<file path="config.mk">
export PLATFORM = sky130hd
export DESIGN_NAME = mpfb_merge
export DESIGN_NICKNAME = d
export VERILOG_FILES = /design/src/hdl/mpfb_pkg.sv /design/src/hdl/mpfb_merge.sv
export SDC_FILE = /design/constraint.sdc
export NUM_CORES = 1
export LEC_CHECK = 0
export BUFFER_PORTS_ARGS = -buffer_cell sky130_fd_sc_hd__buf_2
export CORE_UTILIZATION = 30
export DETAILED_ROUTE_END_ITERATION = 8
export PLACE_DENSITY = 0.73
export SLEW_MARGIN = 20
export SYNTH_ARGS = -nofsm -noshare
export SYNTH_HDL_FRONTEND = slang
export SYNTH_SLANG_ARGS = --single-unit
</file>
<file path="constraint.sdc">
create_clock -name vclk -period 2
set_clock_uncertainty 0.15 [all_clocks]
set_input_delay 0.2 -clock vclk [all_inputs]
set_output_delay 0.2 -clock vclk [all_outputs]
set_load 0.05 [all_outputs]
</file>
<file path="src/hdl/mpfb_pkg.sv">
// ============================================================================
// mpfb_pkg
// Shared types, geometry constants and command codes of the page-addressed
// monochrome frame buffer.
// ============================================================================
package mpfb_pkg;

    localparam int PANEL_WIDTH  = 128;
    localparam int PANEL_HEIGHT = 64;
    localparam int PAGES        = PANEL_HEIGHT / 8;
    localparam int STORE_BYTES  = PANEL_WIDTH * PAGES;
    localparam int CMD_BYTES    = 3;
    localparam int PAGE_SPAN    = CMD_BYTES + PANEL_WIDTH;

    localparam int COL_W  = $clog2(PANEL_WIDTH);
    localparam int PG_W   = $clog2(PAGES);
    localparam int ADDR_W = COL_W + PG_W;
    localparam int OFF_W  = $clog2(PAGE_SPAN);

    typedef logic [COL_W-1:0]  t_col;
    typedef logic [PG_W-1:0]   t_pg;
    typedef logic [ADDR_W-1:0] t_addr;
    typedef logic [OFF_W-1:0]  t_off;

    localparam t_col LAST_COL = COL_W'(PANEL_WIDTH - 1);
    localparam t_pg  LAST_PG  = PG_W'(PAGES - 1);
    localparam logic [5:0] LAST_ROW = 6'(PANEL_HEIGHT - 1);
    localparam t_off OFF_DATA = OFF_W'(CMD_BYTES);
    localparam t_off OFF_LAST = OFF_W'(PAGE_SPAN - 1);

    // command codes
    localparam logic [2:0] FN_POINT   = 3'd0;
    localparam logic [2:0] FN_FILL    = 3'd1;
    localparam logic [2:0] FN_OUTLINE = 3'd2;
    localparam logic [2:0] FN_CLEAR   = 3'd3;
    localparam logic [2:0] FN_BYTE    = 3'd4;
    localparam logic [2:0] FN_EMIT    = 3'd5;

    // refresh stream command bytes
    localparam logic [7:0] CMD_PAGE_BASE = 8'hB0;
    localparam logic [7:0] CMD_COL_LO    = 8'h02;
    localparam logic [7:0] CMD_COL_HI    = 8'h10;

    typedef struct packed {
        logic [2:0] func;
        logic [6:0] x;
        logic [5:0] y;
        logic [6:0] x_len;
        logic [5:0] y_len;
        logic       pixel_on;
        logic [7:0] data_byte;
        logic [2:0] page;
    } t_in_item;

    typedef struct packed {
        logic       is_data;
        logic [7:0] out_byte;
        logic       frame_last;
    } t_out_item;

    typedef struct packed {
        logic       en;
        t_addr      addr;
        logic [7:0] data;
    } t_wr_req;

    typedef struct packed {
        logic  en;
        t_addr addr;
    } t_rd_req;

    typedef struct packed {
        t_pg        pg;
        logic       edge_col;
        logic       outline;
        logic [5:0] lo;
        logic [6:0] hi;
    } t_mask_req;

endpackage

</file>
<file path="src/hdl/mpfb_merge.sv">
// ============================================================================
// mpfb_merge
// Shared pixel unit: builds the row mask of one page byte and merges a mask
// into the old byte.
// ============================================================================
module mpfb_merge (
    input  mpfb_pkg::t_mask_req i_req,
    output logic [7:0]          o_mask,
    input  logic [7:0]          i_old,
    input  logic [7:0]          i_mask,
    input  logic                i_on,
    output logic [7:0]          o_new
);
    import mpfb_pkg::*;

    t_pg pg_rev;

    // page index counts from the bottom of the panel
    assign pg_rev = LAST_PG - i_req.pg;

    for (genvar g = 0; g < 8; g++) begin : gen_bit
        logic [5:0] row;
        logic       in_span;
        logic       on_line;

        // bit g holds row 8*pg_rev + 7 - g
        assign row     = {pg_rev, 3'(7 - g)};
        assign in_span = (row >= i_req.lo) && ({1'b0, row} <= i_req.hi);
        assign on_line = (row == i_req.lo) || ({1'b0, row} == i_req.hi);
        assign o_mask[g] = (i_req.outline && !i_req.edge_col) ? on_line : in_span;
    end

    assign o_new = i_on ? (i_old | i_mask) : (i_old & ~i_mask);

endmodule

</file>
==> flow_metrics.py <==
metrics = {
    "outcome": {
        "status": "finished, violations left",
        "violations": "setup timing",
    },
    "yosys": {
        "syn_nets": 150,
        "syn_area_sq_um": 747,
        "yosysWarnings": 0,
        "synthSimpleGateAreaFrac_pct": 28.6,
        "synth_xor_area_share_pct": 0,
        "synth_compound_area_share_pct": 32.3,
        "synth_top_family_by_area": "compound AO/OA/AOI/OAI gates",
        "synth_adder_area_share_pct": 13.4,
        "ys_seq_area_share_pct": 0,
        "synthCells": 107,
        "muxShareOfSynthArea_pct": 13.4,
        "yosysUniqueCellTypes": 39,
        "synth_area_per_cell_sq_um": 6.98,
    },
    "timing": {
        "tightest_slew_ns": 0.365,
        "finalSetupViolations": 8,
        "grt_setup_unrepaired": "true",
        "fin_crit_ns": 2.13,
        "fin_crit_sh_pct": 106,
        "fmax_ghz": 0.470,
        "holdWs_ns": 0.702,
        "drv_slew": 0,
        "worst_slack_ns": -0.129,
        "relSlewSlack_pct": 75.4,
        "hold_viol": 0,
    },
    "global_route": {
        "grt_pass1_vias": 1285,
        "grt-ovfl-total": 0,
        "grt.total_usage_pct": 29.0,
        "antenna_found_initial": 0,
        "grt_start_max_net_pins": 14,
        "grt_pass1_wl_um": 5900,
    },
    "floorplanning": {
        "dieArea_sq_um": 2690,
        "pin_count": 51,
        "num_rows": 17,
        "coreArea_sq_um": 2280,
        "start_util_pct": 32.8,
        "die_x_um": 51.9,
        "die_h_um": 51.9,
    },
    "cells_and_area": {
        "num-clock-buffers": 0,
        "multi_input_area_sq_um": 1020,
        "fillers": 147,
        "final_nets": 225,
        "seq_cells": 0,
        "drive_gt1_share_pct": 79.4,
        "finalCoreUtilization_pct": 74.7,
        "area_growth_pct": 127,
        "finalInstanceArea_sq_um": 1700,
        "final_common_cell": "buf_2",
        "seq_area_sq_um": 0,
        "layout_common_cells": "buf_2 (36), buf_4 (24), buf_6 (16)",
        "diodes": 0,
    },
    "setup_path": {
        "required_ns": 1.65,
        "path_cells": "buf_8 > inv_6 > ha_4 > and2_4 > a221o_2 > buf_6 > a21oi_2 > nor3_2 > o2bb2ai_2 > buf_6",
        "crit_path_end_kind": "output pin",
        "cp_slowest_stage_delay_ns": 0.46,
        "crit_end": "o_mask[5]",
        "crit_path_start": "i_req[17]",
        "critPathMostFrequentCell": "buf_6",
        "path_max_fanout": 6,
        "critical_path_arrival_ns": 1.78,
        "criticalPathCategory": "in2out",
        "cp_slowest_cell": "a221o_2",
        "cp-start-kind": "input port",
    },
    "flow_run": {
        "maxCapViolations": 0,
    },
    "placement": {
        "port-buffer-count": 51,
        "place_area_sq_um": 1250,
        "post-place-ws_ns": -0.326,
        "gp_congestion": 0.874,
        "hpwl_um": 2380,
    },
    "power_and_ir_drop": {
        "ir_drop_mv": 0.221,
        "total_power_uw": 592,
        "p_leak_uw": 0.000713,
        "p_per_area_nw_per_um2": 349,
    },
    "routing": {
        "dr.pass1.iters": 4,
        "drtAntennaViolNets": 0,
        "drt-initial-drc-count": 28,
        "routed_wl_um": 3950,
        "wire_per_inst_um": 19.0,
        "drc": 0,
        "vias": 1209,
        "routed_via_density": 5.81,
    },
    "hold_path": {
        "hold_class": "in2out",
    },
    "cts": {
        "ctsHoldBuffers": 0,
    },
}
==> cell type report <==
cell class | count | share of cell area (%)
tap | 28 | 2.06
multi-input combinational | 89 | 60.3
inverter | 13 | 4.05
timing repair buffer | 78 | 33.6
==> report_power, final <==
group	internal [uW]	switching [uW]	leakage [uW]
Clock	0	0	0
Sequential	0	0	0
Combinational	255	337	0.000713
==> synthesized netlist by cell type <==
cell / number / area [sq um]
inv_1: 13 / 48.8
nand4b_4: 1 / 23.8
nor4_1: 1 / 6.26
a21oi_1: 8 / 40.0
o22ai_1: 2 / 12.5
o21ai_1: 1 / 5.00
or2_1: 1 / 6.26
clkbuf_8: 1 / 13.8
a21o_2: 1 / 8.76
o32a_2: 1 / 11.3
o211ai_1: 1 / 7.51
nor2b_1: 2 / 12.5
a32oi_1: 1 / 8.76
o21ai_0: 7 / 35.0
nor3_1: 2 / 10.0
nor3_2: 2 / 20.0
buf_2: 1 / 5.00
buf_4: 1 / 7.51
and2_1: 1 / 6.26
or3_4: 1 / 11.3
nand2b_1: 3 / 18.8
a221oi_1: 2 / 17.5
a31oi_1: 3 / 18.8
a221o_2: 1 / 11.3
o2111ai_1: 1 / 8.76
nand3_1: 3 / 15.0
ha_1: 8 / 100
or3_1: 3 / 18.8
or2_2: 2 / 12.5
buf_6: 1 / 11.3
mux2_2: 8 / 90.1
clkbuf_2: 1 / 5.00
nor2_1: 10 / 37.5
o32ai_1: 2 / 17.5
o2bb2ai_1: 1 / 8.76
o31ai_1: 2 / 15.0
nand2_1: 4 / 15.0
mux2i_1: 1 / 10.0
a211oi_1: 2 / 15.0
==> worst min path at each step <==
stage / from / slack (ns) / cells past startpoint / endpoint
final: i_old[3] / 0.70 / 3 / o_new[3]
after global routing: i_old[5] / 0.71 / 3 / o_new[5]
after CTS: i_old[0] / 0.70 / 3 / o_new[0]
after detailed placement: i_old[0] / 0.70 / 3 / o_new[0]
after global placement: i_old[3] / 0.69 / 3 / o_new[3]
after floorplan: i_req[9] / 0.52 / 2 / o_mask[7]
==> logic make-up (layout without fill, tap and decap cells) <==
| family | count (synthesis) | in the layout |
|---|---|---|
| compound gates | 36 | 36 |
| simple gates | 36 | 36 |
| buf+inv | 18 | 91 |
| mux | 9 | 9 |
| fa+ha+maj | 8 | 8 |
==> repair_timing <==
action                     4_1_cts  5_1_grt
setup endpoints to repair        8        8
gates resized for setup         67       26
pin swaps                       18       15
buffers inserted                 2        5
==> layer usage <==
layer	wire length, um	GRT usage, %
met1	1500	30.8
met2	2160	56.6
met3	159	3.80
met4	138	10.4
met5	0	0
==> critical path, delay by kind of cell <==
family | cells | cell delay, ns
compound gates | 3 | 0.70
fa+ha+maj | 1 | 0.20
buf+inv | 4 | 0.46
simple gates | 2 | 0.21
==> metrics by stage <==
stage / TNS (ns) / cells
global placement: -1.78 / 203
global route: -1.09 / 208
floorplan: -0.142 / 107
finish: -0.664 / 208
detailed placement: -2.05 / 203
CTS: -0.388 / 205
(Power assumes the default switching activity.)
