--- src/hdl/mpfb_pkg.sv ---
// ============================================================================
// mpfb_pkg
// Shared types, geometry constants and command codes of the page-addressed
// monochrome frame buffer.
// ============================================================================
package mpfb_pkg;

    localparam int PANEL_WIDTH  = 128;
    localparam int PANEL_HEIGHT = 64;
    localparam int PAGES        = PANEL_HEIGHT / 8;
    localparam int STORE_BYTES  = PANEL_WIDTH * PAGES;
    localparam int CMD_BYTES    = 3;
    localparam int PAGE_SPAN    = CMD_BYTES + PANEL_WIDTH;

    localparam int COL_W  = $clog2(PANEL_WIDTH);
    localparam int PG_W   = $clog2(PAGES);
    localparam int ADDR_W = COL_W + PG_W;
    localparam int OFF_W  = $clog2(PAGE_SPAN);

    typedef logic [COL_W-1:0]  t_col;
    typedef logic [PG_W-1:0]   t_pg;
    typedef logic [ADDR_W-1:0] t_addr;
    typedef logic [OFF_W-1:0]  t_off;

    localparam t_col LAST_COL = COL_W'(PANEL_WIDTH - 1);
    localparam t_pg  LAST_PG  = PG_W'(PAGES - 1);
    localparam logic [5:0] LAST_ROW = 6'(PANEL_HEIGHT - 1);
    localparam t_off OFF_DATA = OFF_W'(CMD_BYTES);
    localparam t_off OFF_LAST = OFF_W'(PAGE_SPAN - 1);

    // command codes
    localparam logic [2:0] FN_POINT   = 3'd0;
    localparam logic [2:0] FN_FILL    = 3'd1;
    localparam logic [2:0] FN_OUTLINE = 3'd2;
    localparam logic [2:0] FN_CLEAR   = 3'd3;
    localparam logic [2:0] FN_BYTE    = 3'd4;
    localparam logic [2:0] FN_EMIT    = 3'd5;

    // refresh stream command bytes
    localparam logic [7:0] CMD_PAGE_BASE = 8'hB0;
    localparam logic [7:0] CMD_COL_LO    = 8'h02;
    localparam logic [7:0] CMD_COL_HI    = 8'h10;

    typedef struct packed {
        logic [2:0] func;
        logic [6:0] x;
        logic [5:0] y;
        logic [6:0] x_len;
        logic [5:0] y_len;
        logic       pixel_on;
        logic [7:0] data_byte;
        logic [2:0] page;
    } t_in_item;

    typedef struct packed {
        logic       is_data;
        logic [7:0] out_byte;
        logic       frame_last;
    } t_out_item;

    typedef struct packed {
        logic       en;
        t_addr      addr;
        logic [7:0] data;
    } t_wr_req;

    typedef struct packed {
        logic  en;
        t_addr addr;
    } t_rd_req;

    typedef struct packed {
        t_pg        pg;
        logic       edge_col;
        logic       outline;
        logic [5:0] lo;
        logic [6:0] hi;
    } t_mask_req;

endpackage

--- src/hdl/mpfb_seq.sv ---
// ============================================================================
// mpfb_seq
// Command sequencer: walks columns and pages of a shape through the shared
// pixel unit, sweeps the store on clear, and produces refresh stream items.
// ============================================================================
module mpfb_seq (
    input  logic                i_clk,
    input  logic                i_rst_n,
    input  logic                i_valid,
    output logic                o_stall,
    input  mpfb_pkg::t_in_item  i_item,
    output logic                o_valid,
    input  logic                i_stall,
    output mpfb_pkg::t_out_item o_item,
    output mpfb_pkg::t_wr_req   o_wr,
    output mpfb_pkg::t_rd_req   o_rd,
    input  logic [7:0]          i_rd_data,
    output mpfb_pkg::t_mask_req o_mask_req,
    input  logic [7:0]          i_mask,
    output logic [7:0]          o_merge_mask,
    output logic                o_merge_on,
    input  logic [7:0]          i_merged
);
    import mpfb_pkg::*;

    typedef enum logic [2:0] {
        ST_IDLE,
        ST_FILL,
        ST_RECT,
        ST_DRAIN,
        ST_EMIT
    } t_state;

    t_state     r_state;
    t_col       r_col;
    t_pg        r_pg;
    t_col       r_x1;
    logic [7:0] r_x2;
    t_col       r_xend;
    t_pg        r_pg_lo;
    t_pg        r_pg_hi;
    logic [5:0] r_ylo;
    logic [6:0] r_yhi;
    logic       r_on;
    logic       r_outline;
    logic [7:0] r_fill;
    logic       r_b_valid;
    t_addr      r_b_addr;
    logic [7:0] r_b_mask;
    t_off       r_off;
    t_pg        r_rpg;
    logic       r_ov;
    t_out_item  r_out;

    logic       accept;
    logic       is_point;
    logic [6:0] n_xl;
    logic [5:0] n_yl;
    logic [7:0] n_x2;
    logic [6:0] n_yhi;
    t_col       n_xend;
    logic [5:0] n_ylim;
    t_pg        n_pg_lo;
    t_pg        n_pg_hi;
    t_addr      rect_addr;
    t_out_item  emit_item;
    logic       out_free;

    assign accept   = i_valid && (r_state == ST_IDLE);
    assign o_stall  = (r_state != ST_IDLE);
    assign out_free = !r_ov || !i_stall;

    // shape setup from the incoming item; a point is a 1x1 fill
    assign is_point = (i_item.func == FN_POINT);
    assign n_xl     = is_point ? 7'd0 : i_item.x_len;
    assign n_yl     = is_point ? 6'd0 : i_item.y_len;
    assign n_x2     = {1'b0, i_item.x} + {1'b0, n_xl};
    assign n_yhi    = {1'b0, i_item.y} + {1'b0, n_yl};
    assign n_xend   = (n_x2 > {1'b0, LAST_COL}) ? LAST_COL : n_x2[COL_W-1:0];
    assign n_ylim   = (n_yhi > {1'b0, LAST_ROW}) ? LAST_ROW : n_yhi[5:0];
    assign n_pg_lo  = LAST_PG - n_ylim[5:3];
    assign n_pg_hi  = LAST_PG - i_item.y[5:3];

    assign rect_addr = {r_col, r_pg};

    assign o_mask_req.pg       = r_pg;
    assign o_mask_req.edge_col = (r_col == r_x1) || ({1'b0, r_col} == r_x2);
    assign o_mask_req.outline  = r_outline;
    assign o_mask_req.lo       = r_ylo;
    assign o_mask_req.hi       = r_yhi;
    assign o_merge_mask        = r_b_mask;
    assign o_merge_on          = r_on;

    // write port: merge write-back, clear sweep, raw byte
    always_comb begin
        o_wr = '0;
        if (r_b_valid) begin
            o_wr.en   = 1'b1;
            o_wr.addr = r_b_addr;
            o_wr.data = i_merged;
        end else if (r_state == ST_FILL) begin
            o_wr.en   = 1'b1;
            o_wr.addr = rect_addr;
            o_wr.data = r_fill;
        end else if (accept && (i_item.func == FN_BYTE)) begin
            o_wr.en   = 1'b1;
            o_wr.addr = {i_item.x, i_item.page};
            o_wr.data = i_item.data_byte;
        end
    end

    // read port: shape bytes, refresh data bytes
    always_comb begin
        o_rd = '0;
        if (r_state == ST_RECT) begin
            o_rd.en   = 1'b1;
            o_rd.addr = rect_addr;
        end else if (accept && (i_item.func == FN_EMIT) && (r_off >= OFF_DATA)) begin
            o_rd.en   = 1'b1;
            o_rd.addr = {COL_W'(r_off - OFF_DATA), r_rpg};
        end
    end

    always_comb begin
        emit_item.is_data    = (r_off >= OFF_DATA);
        emit_item.frame_last = (r_rpg == LAST_PG) && (r_off == OFF_LAST);
        if (r_off == OFF_W'(0)) begin
            emit_item.out_byte = CMD_PAGE_BASE + {{(8-PG_W){1'b0}}, r_rpg};
        end else if (r_off == OFF_W'(1)) begin
            emit_item.out_byte = CMD_COL_LO;
        end else if (r_off == OFF_W'(2)) begin
            emit_item.out_byte = CMD_COL_HI;
        end else begin
            emit_item.out_byte = i_rd_data;
        end
    end

    always_ff @(posedge i_clk) begin
        if (!i_rst_n) begin
            r_state   <= ST_FILL;
            r_col     <= '0;
            r_pg      <= '0;
            r_fill    <= '0;
            r_b_valid <= 1'b0;
            r_off     <= '0;
            r_rpg     <= '0;
            r_ov      <= 1'b0;
        end else begin
            r_b_valid <= (r_state == ST_RECT);
            r_b_addr  <= rect_addr;
            r_b_mask  <= i_mask;
            // load a result when leaving emit, drop it once taken
            if ((r_state == ST_EMIT) && out_free) begin
                r_ov <= 1'b1;
            end else if (!i_stall) begin
                r_ov <= 1'b0;
            end

            unique case (r_state)
                ST_IDLE: begin
                    if (i_valid) begin
                        case (i_item.func) inside
                            FN_POINT, FN_FILL, FN_OUTLINE: begin
                                r_x1      <= i_item.x;
                                r_x2      <= n_x2;
                                r_xend    <= n_xend;
                                r_ylo     <= i_item.y;
                                r_yhi     <= n_yhi;
                                r_pg_lo   <= n_pg_lo;
                                r_pg_hi   <= n_pg_hi;
                                r_on      <= i_item.pixel_on;
                                r_outline <= (i_item.func == FN_OUTLINE);
                                r_col     <= i_item.x;
                                r_pg      <= n_pg_lo;
                                r_state   <= ST_RECT;
                            end
                            FN_CLEAR: begin
                                r_fill  <= i_item.data_byte;
                                r_col   <= '0;
                                r_pg    <= '0;
                                r_state <= ST_FILL;
                            end
                            FN_EMIT: begin
                                r_state <= ST_EMIT;
                            end
                            default: begin
                            end
                        endcase
                    end
                end
                ST_FILL: begin
                    if (r_pg == LAST_PG) begin
                        r_pg <= '0;
                        if (r_col == LAST_COL) begin
                            r_state <= ST_IDLE;
                        end else begin
                            r_col <= r_col + 1'b1;
                        end
                    end else begin
                        r_pg <= r_pg + 1'b1;
                    end
                end
                ST_RECT: begin
                    if (r_pg == r_pg_hi) begin
                        r_pg <= r_pg_lo;
                        if (r_col == r_xend) begin
                            r_state <= ST_DRAIN;
                        end else begin
                            r_col <= r_col + 1'b1;
                        end
                    end else begin
                        r_pg <= r_pg + 1'b1;
                    end
                end
                ST_DRAIN: begin
                    r_state <= ST_IDLE;
                end
                ST_EMIT: begin
                    if (out_free) begin
                        r_out   <= emit_item;
                        r_state <= ST_IDLE;
                        if (r_off == OFF_LAST) begin
                            r_off <= '0;
                            r_rpg <= (r_rpg == LAST_PG) ? '0 : r_rpg + 1'b1;
                        end else begin
                            r_off <= r_off + 1'b1;
                        end
                    end
                end
                default: begin
                    r_state <= ST_IDLE;
                end
            endcase
        end
    end

    assign o_valid = r_ov;
    assign o_item  = r_out;

`ifndef SYNTHESIS
    // write-back of the previous byte never hits the byte being read
    a_no_rmw_overlap: assert property (@(posedge i_clk) disable iff (!i_rst_n)
        (r_state == ST_RECT && r_b_valid) |-> (r_b_addr != rect_addr))
        else $error("shape write-back collides with read");

    // ready only with the write-back stage empty
    a_ready_drained: assert property (@(posedge i_clk) disable iff (!i_rst_n)
        !o_stall |-> !r_b_valid)
        else $error("ready while write-back pending");

    // the clearing pass holds off items right after reset
    a_reset_clear: assert property (@(posedge i_clk) disable iff (!i_rst_n)
        $past(!i_rst_n) |-> (o_stall && r_state == ST_FILL))
        else $error("no clearing pass after reset");

    // a result is loaded only when leaving the emit state
    a_load_from_emit: assert property (@(posedge i_clk) disable iff (!i_rst_n)
        (!r_ov || !i_stall) && $past(r_state) != ST_EMIT && $past(i_rst_n)
            |-> !(r_ov && !$past(r_ov)))
        else $error("result without refresh command");
`endif

endmodule

--- config.mk ---
export PLATFORM = sky130hd
export DESIGN_NAME = mpfb_seq
export DESIGN_NICKNAME = d
export VERILOG_FILES = /design/src/hdl/mpfb_pkg.sv /design/src/hdl/mpfb_seq.sv
export SDC_FILE = /design/constraint.sdc
export NUM_CORES = 1
export LEC_CHECK = 0
export BUFFER_PORTS_ARGS = -buffer_cell sky130_fd_sc_hd__buf_2
export CAP_MARGIN = 20
export CELL_PAD_IN_SITES_DETAIL_PLACEMENT = 0
export CELL_PAD_IN_SITES_GLOBAL_PLACEMENT = 2
export CORE_ASPECT_RATIO = 1.1
export CORE_MARGIN = 10
export CORE_UTILIZATION = 31
export CTS_BUF_LIST = sky130_fd_sc_hd__clkbuf_16
export DETAILED_ROUTE_END_ITERATION = 10
export PLACE_DENSITY_LB_ADDON = 0.1
export SKIP_CTS_REPAIR_TIMING = 1
export SYNTH_ARGS = -nofsm -noshare
export SYNTH_HDL_FRONTEND = slang
export SYNTH_SLANG_ARGS = --single-unit
export TNS_END_PERCENT = 20
--- constraint.sdc ---
create_clock -name i_clk -period 2.8 [get_ports i_clk]
set_input_delay 0 -clock i_clk [delete_from_list [all_inputs] [get_ports i_clk]]
set_output_delay 0 -clock i_clk [all_outputs]
set_load 0.02 [all_outputs]
==> results of run 1 <==
[flip-flops by register name (all words and copies together) (netlist names)]
signal	cells
o_item	10
r_b_addr	10
o_merge_mask	8
r_fill	8
r_off	8
r_x2	8
r_col	7
r_x1	7
r_xend	7
r_yhi	7
r_ylo	6
r_pg	3
r_pg_hi	3
r_pg_lo	3
r_rpg	3
r_state	3
o_merge_on	1
o_valid	1
r_b_valid	1
r_outline	1
[routing by layer]
| metal | vias to the layer above | routed length, µm |
|---|---|---|
| li1 | 2347 | - |
| met1 | 2112 | 7810 |
| met2 | 112 | 7650 |
| met3 | 17 | 972 |
| met4 | 0 | 252 |
| met5 | - | 0 |
[cells in the mapped netlist, types with 5 or more instances]
cell / instances
buf_2: 9
edfxtp_1: 71
xnor2_1: 22
and2_1: 8
nand2_1: 57
a22oi_1: 18
dfxtp_1: 34
or3_1: 5
a41oi_1: 6
nand3_1: 9
nand2b_1: 7
and3_1: 6
o21ai_0: 39
mux2i_1: 13
a31o_1: 5
nor2_1: 24
xor2_1: 18
a22o_1: 5
buf_6: 5
inv_1: 28
ha_1: 22
nand4_1: 5
clkbuf_1: 18
nor3_1: 8
a21oi_1: 9
nor2b_1: 25
[cell type report]
| cell class | count | area (µm²) | share of cell area |
|---|---|---|---|
| clock buffers | 9 | 225 | 0.0302 |
| multi-input cells | 386 | 2720 | 0.365 |
| well taps | 243 | 304 | 0.0407 |
| inverters | 28 | 105 | 0.0141 |
| flip-flops and latches | 105 | 2810 | 0.377 |
| repair buffers | 194 | 1220 | 0.163 |
| clock inverters | 7 | 76.3 | 0.0102 |
[cell families after synthesis]
family / count (synthesis) / share of synthesized area
and+or+nand+nor: 182 / 0.169
AOI/OAI and AO/OA: 123 / 0.148
DFF: 105 / 0.482
buffers and inverters: 65 / 0.0521
xor gates and xnor gates: 44 / 0.0731
adders and majority gates: 24 / 0.0540
muxes: 13 / 0.0223
[through the flow]
step                      area, µm²  hold WS [ns]   util  std cells  worst slack, ns
after floorplan                5840        0.0989      -        556            0.186
after global placement         6790         0.178  0.368        919            0.266
after detailed placement       6790         0.178  0.368        919            0.317
after CTS                      7090        -0.201  0.384        935            0.344
after global routing           7460       0.00205  0.404        972            0.219
final                          7460      -0.00452  0.404        972            0.373
[worst max-delay path, cell delays in order, from the launching register on]
cell and delay (ns):
dfxtp_1 0.39, or4_1 0.67, nor3_4 0.33, a21oi_1 0.16, buf_4 0.17, a22o_1 0.18, buf_2 0.17
[worst paths after layout]
path         startpoint  slack [ns]   endpoint
max            r_off[2]        0.37    o_rd[4]
max reg2reg  r_state[2]        0.63   r_off[0]
min             i_stall      -0.005    o_valid
min reg2reg   r_fill[0]        0.52  r_fill[0]
[power groups by stage]
| stage | clock network, µW | registers (µW) | logic, µW |
|---|---|---|---|
| 3_3_place_gp | 0 | 1740 | 330 |
| 3_5_place_dp | 0 | 1740 | 333 |
| 6_report | 1310 | 1710 | 368 |
| 5_1_grt | 1410 | 1710 | 413 |
| 2_1_floorplan | 0 | 1750 | 178 |
| 4_1_cts | 1350 | 1710 | 335 |
==> metrics.cfg, run 1 <==
[run_status]
status = finished, violations left
violations = hold timing

[logic_synthesis]
synth-main-ff-cell = edfxtp_1
synthArstFlopShare = 0
ys_ff_latch = 105
syn_area_per_cell_um2 = 10.5
synth.largest_area_cell = edfxtp_1
synth_area_um2 = 5840
yosys.area.top_type_share = 0.365
synth.net_count = 649
synth_edf_count = 71
seq_area_frac_synth = 0.482
ys_warn_count = 0
synth_area_leaders = edfxtp_1 37%, dfxtp_1 12%, ha_1 4.7%
synthCells = 556
synth_cell_types = 70

[sta]
slew_headroom = 0.514
post-route-period-util = 0.867
slew_violations = 0
setup_tns_ns = 0
finClkSkew_ns = 0.00843
timing.fmax_mhz = 412
hold_violations = 1
worst_pin_slew_ns = 0.724
rsz0062_at_grt = no
setup_viol = 0
whs_ns = -0.00452
period_needed_ns = 2.43

[placement]
port_buffers = 137
place_hpwl_mm = 12.7
gp_congestion = 0.782

[power_and_ir_drop]
p_leak_uw = 0.00310
ir_drop_uv = 317
p_switching_uw = 816
p_int_uw = 2560
swShare = 0.241
p_total_uw = 3380
power.share.combinational = 0.109
power.share.clock = 0.387
power_density_nw_per_um2 = 453
seq_power_share = 0.505

[die]
die_w_um = 151
io_pins = 138
die_area_um2 = 24700
core_um2 = 18500
start_util = 0.316
die_h_um = 164
num_rows = 52

[cts]
clk_latency_ns = 0.35
h-tree-depth = 3
cts.sinks = 105
clk_pin_slew_ns = 0.07
cts_tree = built
clockBufferDepth = 2
root_buffer = clkbuf_16
cts_made_buffers = 9

[cells_and_area]
fin_nets = 817
final_cell_mix = 137 x buf_2, 71 x edfxtp_1, 57 x nand2_1
n_antenna_cell = 0
drive_above_1_share = 0.261
final_common_cell = buf_2
fill_cells = 1839
syn_to_final_growth_pct = 27.9

[global_routing]
antenna_found_initial = 0
gr-total-overflow = 0
grt_pass1_wl_mm = 25.5
use_met1 = 0.170
grt_busiest_layer = met2
met2_usage = 0.209
grt_start_max_net_pins = 44
grt_usage = 0.131
grt_use_met3 = 0.0295
first_global_vias = 4670

[routing]
ant_nets = 0
first_iter_violations = 173
firstDrtPassIters = 4
post_drt_wl_per_cell_um = 17.2
post-route-drc-count = 0
viasPerCell = 4.72
via_count = 4588
wl_mm = 16.7

[setup_path]
start_kind = flip-flop
ff2ff_path_depth = 5
critPathMaxFanout = 9
worstSetupEndpointType = output port
critical_path_class = reg2out
arrival_ns = 2.43
required_ns = 2.80

[flow_run]
maxCapViolCount = 0

[hold_path]
hold_path.class = in2reg
whs_path_depth = 3

Power figures use the tool's default switching activity.
==> run 2, diff against run 1 <==
Settings changed: CORE_UTILIZATION 31 to 34.
Clock period 2.8 ns to 2.4 ns, I/O delays scaled along.
==> run 2 against run 1 <==
  * The run still ends with hold timing left
  * Combinational power rose by 36%
  * Clock power increased by 11%
  * Setup slack worse by 0.21 ns
  * Register-to-register slack lost 0.34 ns
  * Wire length up 2.3%
  * Final cell count is 2.3% higher
  * Flip-flop and latch count unchanged
  * Sequential share of layout area is 1.2 points lower
  * First-iteration DRC count rose by 18%
  * Die area shrank 7.7%
==> metrics.cfg, run 2 (same netlist as run 1, synthesis figures left out) <==
[run_status]
status = finished, violations left
violations = hold timing

[cells_and_area]
final_cell_mix = 137 x buf_2, 71 x edfxtp_1, 57 x nand2_1
n_antenna_cell = 0
syn_to_final_growth_pct = 31.9
fin_nets = 848
drive_above_1_share = 0.292
fill_cells = 1630
final_common_cell = buf_2

[global_routing]
gr-total-overflow = 0
antenna_found_initial = 0
grt_pass1_wl_mm = 26.8
grt_start_max_net_pins = 43
first_global_vias = 4811
grt_usage = 0.146

[sta]
period_needed_ns = 2.24
rsz0062_at_grt = no
finClkSkew_ns = 0.00894
post-route-period-util = 0.934
slew_violations = 0
hold_violations = 1
whs_ns = -0.00180
timing.fmax_mhz = 446
slew_headroom = 0.613
worst_pin_slew_ns = 0.580
setup_viol = 0

[power_and_ir_drop]
seq_power_share = 0.503
ir_drop_uv = 297
p_int_uw = 3020
power_density_nw_per_um2 = 512
swShare = 0.234
p_switching_uw = 921
power.share.clock = 0.370
p_total_uw = 3940
p_leak_uw = 0.00325
power.share.combinational = 0.127

[setup_path]
cp_num_buf_inv = 3
worstSetupEndpointType = output port
critPathMaxFanout = 8
cpLargestDelayFamily = simple AND/OR/NAND/NOR gates
required_ns = 2.40
critPathSlowestCell = or4_4
critPathMaxStageDelay_ns = 0.58
startpoint = r_off[3]
r2r_slack_ns = 0.29
start_kind = flip-flop
arrival_ns = 2.24
cp_cell_sequence = or4_4 > nor3_4 > buf_4 > a21oi_1 > buf_4 > a22o_1 > buf_2
endpoint = o_rd[4]
critical_path_class = reg2out
crit_cells = 7
cpMostUsedCell = buf_4
r2r-end = r_col[3]
r2r_start = r_col[1]
ff2ff_path_depth = 5

[routing]
wl_mm = 17.1
via_count = 4806
ant_nets = 0
first_iter_violations = 205
viasPerCell = 4.84
post_drt_wl_per_cell_um = 17.2
firstDrtPassIters = 5
post-route-drc-count = 0

[cts]
clk_latency_ns = 0.35
clk_pin_slew_ns = 0.07
cts_made_buffers = 9
root_buffer = clkbuf_16
h-tree-depth = 3
cts.sinks = 105
clockBufferDepth = 2
cts_tree = built

[placement]
port_buffers = 137
gp_congestion = 0.850
place_hpwl_mm = 13.0

[die]
die_h_um = 157
core_um2 = 17000
die_w_um = 145
num_rows = 50
die_area_um2 = 22800
io_pins = 138
start_util = 0.344

[hold_path]
hold_path.class = in2reg

[flow_run]
maxCapViolCount = 0

-- run 2: metal layers --
layer	part of all wire	GRT usage	wire length, µm
met3	0.054	0.0442	913
met2	0.47	0.240	8030
met4	0.014	0.0433	238
met1	0.46	0.181	7880
met5	0	0	0
-- run 2: power groups by stage --
| stage | sequential [µW] | combinational [µW] | clock (µW) |
|---|---|---|---|
| 2_1_floorplan | 2040 | 210 | 0 |
| 3_3_place_gp | 2020 | 454 | 0 |
| 3_5_place_dp | 2030 | 458 | 0 |
| 4_1_cts | 1990 | 460 | 1500 |
| 5_1_grt | 1990 | 558 | 1580 |
| 6_report | 1980 | 500 | 1460 |
-- run 2: worst min-delay path by stage --
stage | slack [ns] | to | depth (start not counted) | from
floorplan | 0.1 | o_merge_mask[0] | 0 | i_mask[0]
global placement | 0.18 | o_merge_mask[1] | 1 | i_mask[1]
detailed placement | 0.18 | o_merge_mask[2] | 1 | i_mask[2]
CTS | -0.19 | o_merge_mask[2] | 1 | i_mask[2]
global route | 0.009 | o_valid | 3 | i_stall
finish | -0.002 | o_valid | 3 | i_stall
-- run 2: layout make-up --
type                       instances  area, µm²  share of cell area
clock buffer                       9        225              0.0292
clock inverter                     7       62.6             0.00812
inverter                          28        105              0.0136
multi-input combinational        386       2740               0.356
sequential                       105       2810               0.365
tap                              234        293              0.0380
timing repair buffer             225       1460               0.189
-- run 2: metrics by stage --
stage,worst slack (ns),setup TNS (ns),cell area [µm²],utilization,instances
5_1_grt,0.00782,0,7700,0.454,994
6_report,0.159,0,7700,0.454,994
2_1_floorplan,0.00182,0,5850,-,556
4_1_cts,-0.0220,-0.0220,7290,0.430,954
3_3_place_gp,0.102,0,7000,0.413,938
3_5_place_dp,0.0591,0,7000,0.413,938
-- run 2: worst min-delay path: stages --
cell      delay (ns)
buf_2           0.11
nand2_1         0.10
a21boi_0        0.09
==> run 3, diff against run 2 <==
--- a/config.mk
+++ b/config.mk
@@ -21,2 +21,2 @@
 export SYNTH_SLANG_ARGS = --single-unit
-export TNS_END_PERCENT = 20
+export TNS_END_PERCENT = 30
--- a/constraint.sdc
+++ b/constraint.sdc
@@ -3,2 +3,2 @@
 set_output_delay 0 -clock i_clk [all_outputs]
-set_load 0.02 [all_outputs]
+set_load 0.1 [all_outputs]
==> run 3 against run 2 <==
  * The run still ends with hold timing left
  * Final cell count fell by 1.6%
  * Non-clock buffer count down 16
  * Total power grew 2.2%
  * Sequential share of layout area decreased by 1.3 points
  * Critical path depth down 1
  * Combinational power up 18%
==> metrics.cfg, run 3 (same netlist as run 1, synthesis figures left out) <==
[run_status]
status = finished, violations left
violations = hold timing

[global_routing]
grt_start_max_net_pins = 44
gr-total-overflow = 0
grt_pass1_wl_mm = 25.7
grt_usage = 0.142
antenna_found_initial = 0
first_global_vias = 4753

[sta]
rsz0062_at_grt = yes
setup_viol = 0
slew_headroom = 0.656
finClkSkew_ns = 0.0108
whs_ns = -0.0481
slew_violations = 0
post-route-period-util = 0.932
hold_violations = 1
period_needed_ns = 2.24
timing.fmax_mhz = 447
worst_pin_slew_ns = 0.520

[die]
core_um2 = 17000
start_util = 0.344
die_area_um2 = 22800
die_w_um = 145
io_pins = 138
num_rows = 50
die_h_um = 157

[cells_and_area]
final_cell_mix = 111 x buf_2, 71 x edfxtp_1, 57 x nand2_1
fin_cells = 978
n_antenna_cell = 0
multi_input_area_um2 = 2770
final_common_cell = buf_2
regArea_um2 = 2810
drive_above_1_share = 0.289
syn_to_final_growth_pct = 36.7
fill_cells = 1650
fin_nets = 832

[cts]
clk_latency_ns = 0.36
clk_pin_slew_ns = 0.07
clockBufferDepth = 2
cts.sinks = 105
h-tree-depth = 3
root_buffer = clkbuf_16
cts_made_buffers = 9
cts_tree = built

[placement]
gp_congestion = 0.803
place_hpwl_mm = 12.6
dpl.cell_count = 924
port_buffers = 137

[hold_path]
whs_path_depth = 3
hold_path.class = in2reg

[routing]
via_count = 4734
ant_nets = 0
wl_mm = 16.4
firstDrtPassIters = 4
post-route-drc-count = 0
viasPerCell = 4.84
first_iter_violations = 209
post_drt_wl_per_cell_um = 16.8

[setup_path]
arrival_ns = 2.24
critical_path_class = reg2out
start_kind = flip-flop
critPathMaxFanout = 7
ff2ff_path_depth = 6
required_ns = 2.40
worstSetupEndpointType = output port

[power_and_ir_drop]
swShare = 0.257
power_density_nw_per_um2 = 505
p_switching_uw = 1030
p_int_uw = 2990
seq_power_share = 0.492
power.share.combinational = 0.146
p_total_uw = 4030
p_leak_uw = 0.00325
ir_drop_uv = 288
power.share.clock = 0.363

[flow_run]
maxCapViolCount = 0

run 3: cell types whose count changed in the layout (fill, tap and decap cells not counted), moves of 2 or more:
cell      delta
buf_12      +26
buf_2       -26
buf_4       -14
clkinv_1     +2
o21ai_0     -23
o21ai_1     +15
o21ai_2      +8
run 3: final cells by class:
| class | count | area share |
|---|---|---|
| Sequential cell | 105 | 0.352 |
| Multi-Input combinational cell | 386 | 0.347 |
| Timing Repair Buffer | 209 | 0.215 |
| Tap cell | 234 | 0.0367 |
| Clock buffer | 9 | 0.0282 |
| Inverter | 28 | 0.0132 |
| Clock inverter | 7 | 0.00768 |
run 3: per-layer routing:
metal  routed length [µm]  track usage
met1                 7590        0.175
met2                 7810        0.237
met3                  724       0.0316
met4                  263       0.0560
met5                    0            0
run 3: worst max-delay path, stage by stage, from the launching register on:
cell and delay, ns:
dfxtp_1 0.33, nor4b_2 0.38, nand4b_1 0.25, a21oi_2 0.27, inv_1 0.17, o21ai_1 0.27, buf_12 0.21
run 3: worst paths after layout:
check	start	slack, ns	endpoint
hold reg to reg	r_fill[5]	0.52	r_fill[5]
setup reg to reg	r_col[0]	0.32	r_col[5]
hold / removal	i_item[5]	-0.05	r_fill[2]
setup / recovery	r_state[1]	0.16	o_rd[7]
run 3: power groups by stage:
stage	clock network, µW	registers (µW)	logic, µW
floorplan	0	2130	238
global placement	0	2020	542
detailed placement	0	2020	547
CTS	1510	1980	549
global route	1560	1980	644
finish	1460	1980	588
run 3: stage by stage:
stage	util	setup TNS, ns	setup slack (ns)	instance area [µm²]
final	0.471	0	0.163	7980
after global routing	0.471	0	0.00247	7980
after CTS	0.448	-0.202	-0.0462	7600
after detailed placement	0.431	0	0.0895	7310
after global placement	0.431	0	0.104	7310
after floorplan	-	-5.92	-0.472	5870
